**config.mk**
```make
export PLATFORM = sky130hd
export DESIGN_NAME = forward_count_table_with_aging
export DESIGN_NICKNAME = d
export VERILOG_FILES = /design/src/hw/rtl/fcta_pkg.sv /design/src/hw/rtl/forward_count_table_with_aging.sv
export VERILOG_INCLUDE_DIRS = /design/src /design/src/hw/rtl
export SDC_FILE = /design/constraint.sdc
export NUM_CORES = 2
export LEC_CHECK = 0
export BUFFER_PORTS_ARGS = -buffer_cell sky130_fd_sc_hd__buf_2
export CAP_MARGIN = 20
export CORE_MARGIN = 1
export CORE_UTILIZATION = 30
export DETAILED_ROUTE_END_ITERATION = 10
export PLACE_DENSITY = 0.42
export SLEW_MARGIN = 20
export SYNTH_ARGS = -nofsm -noshare
export SYNTH_HDL_FRONTEND = slang
export SYNTH_SLANG_ARGS = --single-unit
export TNS_END_PERCENT = 30
```
**constraint.sdc**
```tcl
create_clock -name i_clk -period 7.8 [get_ports i_clk]
set_clock_uncertainty 0.15 [all_clocks]
set_input_delay 0.39 -clock i_clk [delete_from_list [all_inputs] [get_ports i_clk]]
set_output_delay 0.39 -clock i_clk [all_outputs]
set_load 0.1 [all_outputs]
```
**src/hw/rtl/forward_count_table_with_aging_assert.svh**
```systemverilog
// Assertion macros for the forward count table.
// Included by the RTL files that carry concurrent checks; depends on nothing else.
`ifndef FORWARD_COUNT_TABLE_WITH_AGING_ASSERT_SVH
`define FORWARD_COUNT_TABLE_WITH_AGING_ASSERT_SVH

`ifndef SYNTHESIS

// Same-cycle implication, checked outside reset
`define FCTA_ASSERT_IMPL(label, clk, rst_n, ante, cons) \
    label: assert property (@(posedge clk) disable iff (!rst_n) (ante) |-> (cons)) \
        else $error("assertion failed");

// Next-cycle implication, checked outside reset
`define FCTA_ASSERT_NEXT(label, clk, rst_n, ante, cons) \
    label: assert property (@(posedge clk) disable iff (!rst_n) (ante) |=> (cons)) \
        else $error("assertion failed");

`else

`define FCTA_ASSERT_IMPL(label, clk, rst_n, ante, cons)
`define FCTA_ASSERT_NEXT(label, clk, rst_n, ante, cons)

`endif

`endif

```
**src/hw/rtl/fcta_pkg.sv**
```systemverilog
// Types and codes for the forward count table with aging.
// No dependencies; imported by forward_count_table_with_aging.
package fcta_pkg;

    typedef logic [1:0]  t_cmd;
    typedef logic [2:0]  t_status;
    typedef logic [13:0] t_msg_id;
    typedef logic [31:0] t_time;
    typedef logic [7:0]  t_count;
    typedef logic [4:0]  t_removed;
    typedef logic        t_cfg_index;

    // Command codes
    localparam t_cmd CMD_RECORD   = 2'd0;
    localparam t_cmd CMD_QUERY    = 2'd1;
    localparam t_cmd CMD_SWEEP    = 2'd2;
    localparam t_cmd CMD_RESERVED = 2'd3;

    // Result status codes
    localparam t_status STAT_UPDATED  = 3'd0;
    localparam t_status STAT_INSERTED = 3'd1;
    localparam t_status STAT_FULL     = 3'd2;
    localparam t_status STAT_HIT      = 3'd3;
    localparam t_status STAT_MISS     = 3'd4;
    localparam t_status STAT_SWEPT    = 3'd5;

    // Configuration register indexes
    localparam t_cfg_index REG_EXPIRY  = 1'b0;
    localparam t_cfg_index REG_MAX_FWD = 1'b1;

    // Configuration reset values
    localparam t_time  EXPIRY_RESET  = 32'd60000;
    localparam t_count MAX_FWD_RESET = 8'd3;

    localparam t_count   COUNT_MAX   = 8'd255;
    localparam t_removed REMOVED_MAX = 5'd31;

    // One table entry as held in the entry memory
    typedef struct packed {
        t_msg_id id;
        t_time   start;
        t_count  wifi;
        t_count  radio;
    } t_entry;

endpackage

```
**src/hw/rtl/forward_count_table_with_aging.sv**
```systemverilog
// Forward count table with aging: top level.
// Depends on fcta_pkg and forward_count_table_with_aging_assert.svh.
//
// Tracks per-message forward counts on two links in a table of ENTRIES slots.
// Each transaction (record, query or sweep) is handled by one sequencer that walks
// the table one entry per cycle through an entry memory with one write and one read
// port and one shared compare/subtract unit. A transaction is accepted in idle, scans
// entries (record and query stop at the matching entry) and then posts the result. A
// sweep, an insert, a full table or a query miss scans all entries. The post step also
// waits for as long as the previous result is still held at the output. The input is
// not ready from the accept until the sequencer is back in idle. Command 3 is
// accepted and dropped without a result.
// Valid bits live in flip-flops, so the table is empty right after reset and
// needs no clearing pass.
module forward_count_table_with_aging #(
    parameter int ENTRIES = 16
) (
    input  logic                  i_clk,
    input  logic                  i_rst_n,
    // configuration write port
    input  logic                  i_cfg_we,
    input  fcta_pkg::t_cfg_index  i_cfg_index,
    input  logic [31:0]           i_cfg_data,
    // input channel
    input  logic                  i_in_valid,
    output logic                  o_in_ready,
    input  fcta_pkg::t_cmd        i_command,
    input  fcta_pkg::t_msg_id     i_msg_id,
    input  logic                  i_on_wifi,
    input  fcta_pkg::t_time       i_now_ms,
    // result channel
    output logic                  o_out_valid,
    input  logic                  i_out_ready,
    output fcta_pkg::t_status     o_status,
    output fcta_pkg::t_count      o_forward_count,
    output fcta_pkg::t_removed    o_removed_count
);
    import fcta_pkg::*;

`include "forward_count_table_with_aging_assert.svh"

    localparam int IW = (ENTRIES > 1) ? $clog2(ENTRIES) : 1;
    localparam logic [IW-1:0] LAST = IW'(ENTRIES - 1);

    // Sequencer states
    localparam logic [1:0] S_IDLE = 2'd0;
    localparam logic [1:0] S_SCAN = 2'd1;
    localparam logic [1:0] S_DONE = 2'd2;

    // Control registers
    logic [1:0]         r_state, n_state;
    logic [IW-1:0]      r_idx, n_idx;
    logic [ENTRIES-1:0] r_valid, n_valid;
    logic               r_free_found, n_free_found;
    logic               r_out_valid, n_out_valid;
    t_time              r_expiry, n_expiry;
    t_count             r_max_fwd, n_max_fwd;

    // Payload registers
    t_cmd     r_cmd, n_cmd;
    t_msg_id  r_id, n_id;
    logic     r_wifi, n_wifi;
    t_time    r_now, n_now;
    logic [IW-1:0] r_free_idx, n_free_idx;
    t_removed r_removed, n_removed;
    t_status  r_res_status, n_res_status;
    t_count   r_res_count, n_res_count;
    t_status  r_out_status, n_out_status;
    t_count   r_out_count, n_out_count;
    t_removed r_out_removed, n_out_removed;

    // Entry memory: one write port, one registered read port
    t_entry        r_mem [ENTRIES];
    t_entry        r_rd;
    logic          mem_we;
    logic [IW-1:0] mem_waddr;
    t_entry        mem_wdata;
    logic [IW-1:0] rd_addr;

    // Shared compare unit working on the entry under the scan pointer
    logic    cur_valid;
    logic    hit;
    t_count  cur_cnt;
    t_count  inc_cnt;
    t_time   age;
    logic    expired;
    logic    done_both;
    logic    last;
    logic    in_accept;
    logic [IW-1:0] ins_slot;

    // Check conditions
    logic    sweep_scan;
    logic    query_scan;
    logic    out_other;
    logic    out_full;

    assign in_accept  = i_in_valid && o_in_ready;
    assign o_in_ready = (r_state == S_IDLE);

    assign cur_valid = r_valid[r_idx];
    assign hit       = cur_valid && (r_rd.id == r_id);
    assign cur_cnt   = r_wifi ? r_rd.wifi : r_rd.radio;
    assign inc_cnt   = (cur_cnt == COUNT_MAX) ? cur_cnt : cur_cnt + 8'd1;
    assign age       = r_now - r_rd.start;
    assign expired   = age > r_expiry;
    assign done_both = (r_rd.wifi == r_max_fwd) && (r_rd.radio == r_max_fwd);
    assign last      = (r_idx == LAST);
    assign ins_slot  = r_free_found ? r_free_idx : r_idx;

    // Sequencer and datapath next state
    always_comb begin
        n_state      = r_state;
        n_idx        = r_idx;
        n_valid      = r_valid;
        n_free_found = r_free_found;
        n_free_idx   = r_free_idx;
        n_cmd        = r_cmd;
        n_id         = r_id;
        n_wifi       = r_wifi;
        n_now        = r_now;
        n_removed    = r_removed;
        n_res_status = r_res_status;
        n_res_count  = r_res_count;
        n_expiry     = r_expiry;
        n_max_fwd    = r_max_fwd;

        n_out_valid   = r_out_valid && !i_out_ready;
        n_out_status  = r_out_status;
        n_out_count   = r_out_count;
        n_out_removed = r_out_removed;

        mem_we    = 1'b0;
        mem_waddr = r_idx;
        mem_wdata = r_rd;
        rd_addr   = r_idx + {{(IW-1){1'b0}}, 1'b1};

        // configuration writes, taken in any state
        if (i_cfg_we) begin
            unique case (i_cfg_index)
                REG_EXPIRY:  n_expiry  = i_cfg_data;
                REG_MAX_FWD: n_max_fwd = i_cfg_data[7:0];
            endcase
        end

        case (r_state)
            S_IDLE: begin
                rd_addr = '0;
                if (in_accept) begin
                    n_cmd        = i_command;
                    n_id         = i_msg_id;
                    n_wifi       = i_on_wifi;
                    n_now        = i_now_ms;
                    n_idx        = '0;
                    n_free_found = 1'b0;
                    n_removed    = '0;
                    if (i_command != CMD_RESERVED) begin
                        n_state = S_SCAN;
                    end
                end
            end

            S_SCAN: begin
                n_idx = r_idx + {{(IW-1){1'b0}}, 1'b1};
                unique case (r_cmd)
                    CMD_RECORD: begin
                        if (hit) begin
                            // bump the chosen link's count in place
                            mem_we    = 1'b1;
                            mem_waddr = r_idx;
                            mem_wdata = r_rd;
                            if (r_wifi) begin
                                mem_wdata.wifi = inc_cnt;
                            end else begin
                                mem_wdata.radio = inc_cnt;
                            end
                            n_res_status = STAT_UPDATED;
                            n_res_count  = inc_cnt;
                            n_state      = S_DONE;
                        end else begin
                            // remember the lowest free slot
                            if (!cur_valid && !r_free_found) begin
                                n_free_found = 1'b1;
                                n_free_idx   = r_idx;
                            end
                            if (last) begin
                                if (r_free_found || !cur_valid) begin
                                    mem_we          = 1'b1;
                                    mem_waddr       = ins_slot;
                                    mem_wdata.id    = r_id;
                                    mem_wdata.start = r_now;
                                    mem_wdata.wifi  = r_wifi ? 8'd1 : 8'd0;
                                    mem_wdata.radio = r_wifi ? 8'd0 : 8'd1;
                                    n_valid[ins_slot] = 1'b1;
                                    n_res_status = STAT_INSERTED;
                                    n_res_count  = 8'd1;
                                end else begin
                                    n_res_status = STAT_FULL;
                                    n_res_count  = '0;
                                end
                                n_state = S_DONE;
                            end
                        end
                    end
                    CMD_QUERY: begin
                        if (hit) begin
                            n_res_status = STAT_HIT;
                            n_res_count  = cur_cnt;
                            n_state      = S_DONE;
                        end else if (last) begin
                            n_res_status = STAT_MISS;
                            n_res_count  = '0;
                            n_state      = S_DONE;
                        end
                    end
                    CMD_SWEEP: begin
                        // age out stale entries and entries done on both links
                        if (cur_valid && (expired || done_both)) begin
                            n_valid[r_idx] = 1'b0;
                            if (r_removed != REMOVED_MAX) begin
                                n_removed = r_removed + 5'd1;
                            end
                        end
                        if (last) begin
                            n_res_status = STAT_SWEPT;
                            n_res_count  = '0;
                            n_state      = S_DONE;
                        end
                    end
                    CMD_RESERVED: begin
                        n_state = S_IDLE;
                    end
                endcase
            end

            S_DONE: begin
                // post the result once the output register is free
                if (!r_out_valid || i_out_ready) begin
                    n_out_valid   = 1'b1;
                    n_out_status  = r_res_status;
                    n_out_count   = r_res_count;
                    n_out_removed = r_removed;
                    n_state       = S_IDLE;
                end
            end

            default: begin
                n_state = S_IDLE;
            end
        endcase
    end

    // Control registers
    always_ff @(posedge i_clk) begin
        if (!i_rst_n) begin
            r_state      <= S_IDLE;
            r_idx        <= '0;
            r_valid      <= '0;
            r_free_found <= 1'b0;
            r_out_valid  <= 1'b0;
            r_expiry     <= EXPIRY_RESET;
            r_max_fwd    <= MAX_FWD_RESET;
        end else begin
            r_state      <= n_state;
            r_idx        <= n_idx;
            r_valid      <= n_valid;
            r_free_found <= n_free_found;
            r_out_valid  <= n_out_valid;
            r_expiry     <= n_expiry;
            r_max_fwd    <= n_max_fwd;
        end
    end

    // Payload registers
    always_ff @(posedge i_clk) begin
        r_cmd         <= n_cmd;
        r_id          <= n_id;
        r_wifi        <= n_wifi;
        r_now         <= n_now;
        r_free_idx    <= n_free_idx;
        r_removed     <= n_removed;
        r_res_status  <= n_res_status;
        r_res_count   <= n_res_count;
        r_out_status  <= n_out_status;
        r_out_count   <= n_out_count;
        r_out_removed <= n_out_removed;
    end

    // Entry memory
    always_ff @(posedge i_clk) begin
        if (mem_we) begin
            r_mem[mem_waddr] <= mem_wdata;
        end
        r_rd <= r_mem[rd_addr];
    end

    assign o_out_valid     = r_out_valid;
    assign o_status        = r_out_status;
    assign o_forward_count = r_out_count;
    assign o_removed_count = r_out_removed;

    // Checks
    assign sweep_scan = (r_state == S_SCAN) && (r_cmd == CMD_SWEEP);
    assign query_scan = (r_state == S_SCAN) && (r_cmd == CMD_QUERY);
    assign out_other  = o_out_valid && (o_status != STAT_SWEPT);
    assign out_full   = o_out_valid && (o_status == STAT_FULL);

    `FCTA_ASSERT_IMPL(a_removed_only_on_sweep, i_clk, i_rst_n, out_other, o_removed_count == '0)
    `FCTA_ASSERT_IMPL(a_full_has_no_count, i_clk, i_rst_n, out_full, o_forward_count == '0)
    `FCTA_ASSERT_IMPL(a_sweep_never_adds, i_clk, i_rst_n, sweep_scan, (n_valid & ~r_valid) == '0)
    `FCTA_ASSERT_NEXT(a_query_keeps_table, i_clk, i_rst_n, query_scan, r_valid == $past(r_valid))

endmodule
```
==> impl_metrics.json <==
{
  "mostFrequentLayoutCell": "edfxtp_1",
  "path_class": "register to register",
  "clkTransAtPathRegs_ns": 0.06,
  "cts_tree": "built",
  "crit_buf_inv": 3,
  "cp_cell_sequence": "inv_1 -> ha_1 -> inv_1 -> fa_1 -> a21oi_1 -> o211ai_1 -> a21oi_1 -> o21ai_0 -> buf_4 -> a21oi_1 -> a41oi_1 -> or4b_2 -> nand3_1 -> ha_1 -> nand4_1 -> nor3_1 -> nand2_1 -> o21bai_1 -> a211oi_2 -> nand4_1 -> a32o_1",
  "hold_class": "input port to register",
  "fin_area_um2": 58400,
  "hold_ws_ns": 0.0755,
  "syn_inst": 3770,
  "final_cells": 6231,
  "post-route-period-util_pct": 73.5,
  "io_pins": 105,
  "drive_above_1_share_pct": 11.1,
  "place.port_buffers": 104,
  "die_h_um": 409,
  "coreArea_um2": 165000,
  "synthArstFlopShare_pct": 0,
  "grt_pass1_wl_mm": 211,
  "die_w_um": 409,
  "power.leakage_nw": 19.1,
  "gp_congestion": 0.800,
  "crit_family": "compound AO/OA/AOI/OAI gates",
  "place_inst": 5897,
  "crit_arrival_ns": 6.23,
  "grt_max_degree": 196,
  "cpPeakStageDelay_ns": 0.70,
  "clk_latency_ns": 0.76,
  "endpoint_kind": "register",
  "cellPowerDensity_nw_per_um2": 252,
  "status": "finished clean",
  "synthFlopType": "edfxtp_1",
  "synth_nets": 3933,
  "via_per_inst": 4.96,
  "cts_hold_buf": 84,
  "synth_enable_flop_cells": 1077,
  "area_growth_pct": 17.4,
  "postCtsSetupBuffers": 0,
  "cp_slowest_cell": "a211oi_2",
  "antenna_left": 0,
  "grt_usage_pct": 17.0,
  "antenna_found_initial": 4,
  "synth.avg_cell_area_um2": 13.2,
  "ir_drop_mv": 0.241,
  "start_util_pct": 30.2,
  "yosysUniqueCellTypes": 70,
  "final_cell_mix": "edfxtp_1, nand2_1, a211oi_1",
  "hold_viol": 0,
  "rsz0062_at_grt": "false",
  "root_buffer": "clkbuf_16",
  "cts.sinks": 1203,
  "crit_top_cell": "a21oi_1",
  "crit_required_ns": 8.30,
  "tightest_slew_ns": 1.10,
  "numCtsBuffers": 135,
  "max_freq_mhz": 174,
  "cp_max_fo": 11,
  "routed_wirelength_mm": 144,
  "grt_overflow": 0,
  "dr.pass1.iters": 5,
  "drv_slew": 0,
  "drc_errors": 0,
  "synth_area_um2": 49800,
  "setup_viol": 0,
  "die_area_um2": 168000,
  "drtIter0Drc": 1954,
  "cts_resized": 0,
  "placed_area_um2": 53100,
  "synth_seq_area_share_pct": 70.1,
  "nets": 4092,
  "rows": 149,
  "clk_path_buf_depth": 3,
  "synth-seq-cells": 1203,
  "tns_ns": 0,
  "period_needed_ns": 5.74,
  "worstSetupStartpointType": "register",
  "drv_cap": 0,
  "routedWlPerCell_um": 23.1,
  "via_count": 30900,
  "yosys_warnings": 0,
  "cts.htree.levels": 4,
  "grt_pass1_vias": 30400,
  "dpl.hpwl_mm": 75.0,
  "maxSlewHeadroom_pct": 26.7
}
cell usage after synthesis (all sizes together), types with 27 or more instances:
library cell / number / area, µm²
dfxtp: 126 / 2520
a21oi: 173 / 866
inv: 82 / 308
clkbuf: 229 / 860
a311oi: 124 / 1090
a211oi: 318 / 2400
nand2: 671 / 2520
o21ai: 62 / 310
nor2b: 267 / 1670
nor2: 61 / 229
xnor2: 34 / 298
nand3: 27 / 135
ha: 75 / 938
a31oi: 138 / 863
edfxtp: 1077 / 32300
a21boi: 36 / 270
stage by stage:
step	util, %	power [mW]	setup slack [ns]
finish	35.4	14.7	2.06
global route	35.4	15.3	1.57
CTS	35.4	14.9	1.68
detailed placement	32.2	8.47	1.74
global placement	32.2	8.46	1.78
floorplan	-	8.05	2.19
report_power, final:
group          switching [mW]  leakage [nW]  internal, mW
Sequential             0.0572          10.8          7.15
Combinational           0.757          6.14         0.391
Clock                    2.61          2.15          3.76
Total                    3.42          19.1          11.3
registers in the layout, summed over array words and instances (netlist names), 4 cells and up:
name and count:
r_mem 992, r_rd 62, r_expiry 32, r_now 32
r_valid 16, r_id 14, o_forward_count 8, r_max_fwd 8
r_res_count 8, o_removed_count 5, r_removed 5, r_free_idx 4
r_idx 4
final timing paths:
kind                   startpoint           end  slack (ns)  cells past startpoint
setup reg to reg         r_now[0]   r_valid[13]        2.06                     21
hold / removal        i_cfg_index  r_max_fwd[5]        0.08                      4
hold reg to reg   r_res_status[1]   o_status[1]        0.26                      0
setup / recovery         r_now[0]   r_valid[13]        2.06                     21
cell families after synthesis:
kind of cell             count (synthesis)  share of synthesized area [%]
AO/OA/AOI/OAI                          960                           13.4
XOR/XNOR                                47                          0.827
adder cells (fa/ha/maj)                 76                           1.93
buffers and inverters                  333                           2.54
flip-flops                            1203                           70.1
multiplexers                            40                          0.965
AND/OR/NAND/NOR                       1111                           10.2
routing by layer:
metal	global-route usage [%]	part of all wire, %	vias up	routed length [µm]
li1	-	-	14600	-
met1	24.2	49	15600	70000
met2	27.2	46	487	66700
met3	2.08	2.9	177	4170
met4	4.39	2.0	0	2820
met5	0	0	-	0
final cells by class:
class	count	area, µm²
Antenna cell	1	2.50
Clock buffer	187	3780
Clock inverter	62	639
Fill cell	16000	106000
Inverter	82	309
Multi-Input combinational cell	2234	13800
Sequential cell	1203	34900
Tap cell	2189	2740
Timing Repair Buffer	273	2240
worst reg2reg max path, cell delays in order (launching register included):
cell,delay (ns)
edfxtp_1,0.39
inv_1,0.07
ha_1,0.18
inv_1,0.06
fa_1,0.39
a21oi_1,0.20
o211ai_1,0.14
a21oi_1,0.34
o21ai_0,0.16
buf_4,0.18
a21oi_1,0.20
a41oi_1,0.26
or4b_2,0.69
nand3_1,0.11
ha_1,0.12
nand4_1,0.12
nor3_1,0.24
nand2_1,0.23
o21bai_1,0.24
a211oi_2,0.70
nand4_1,0.16
a32o_1,0.30
No activity file was read; power rests on OpenSTA's default activity.
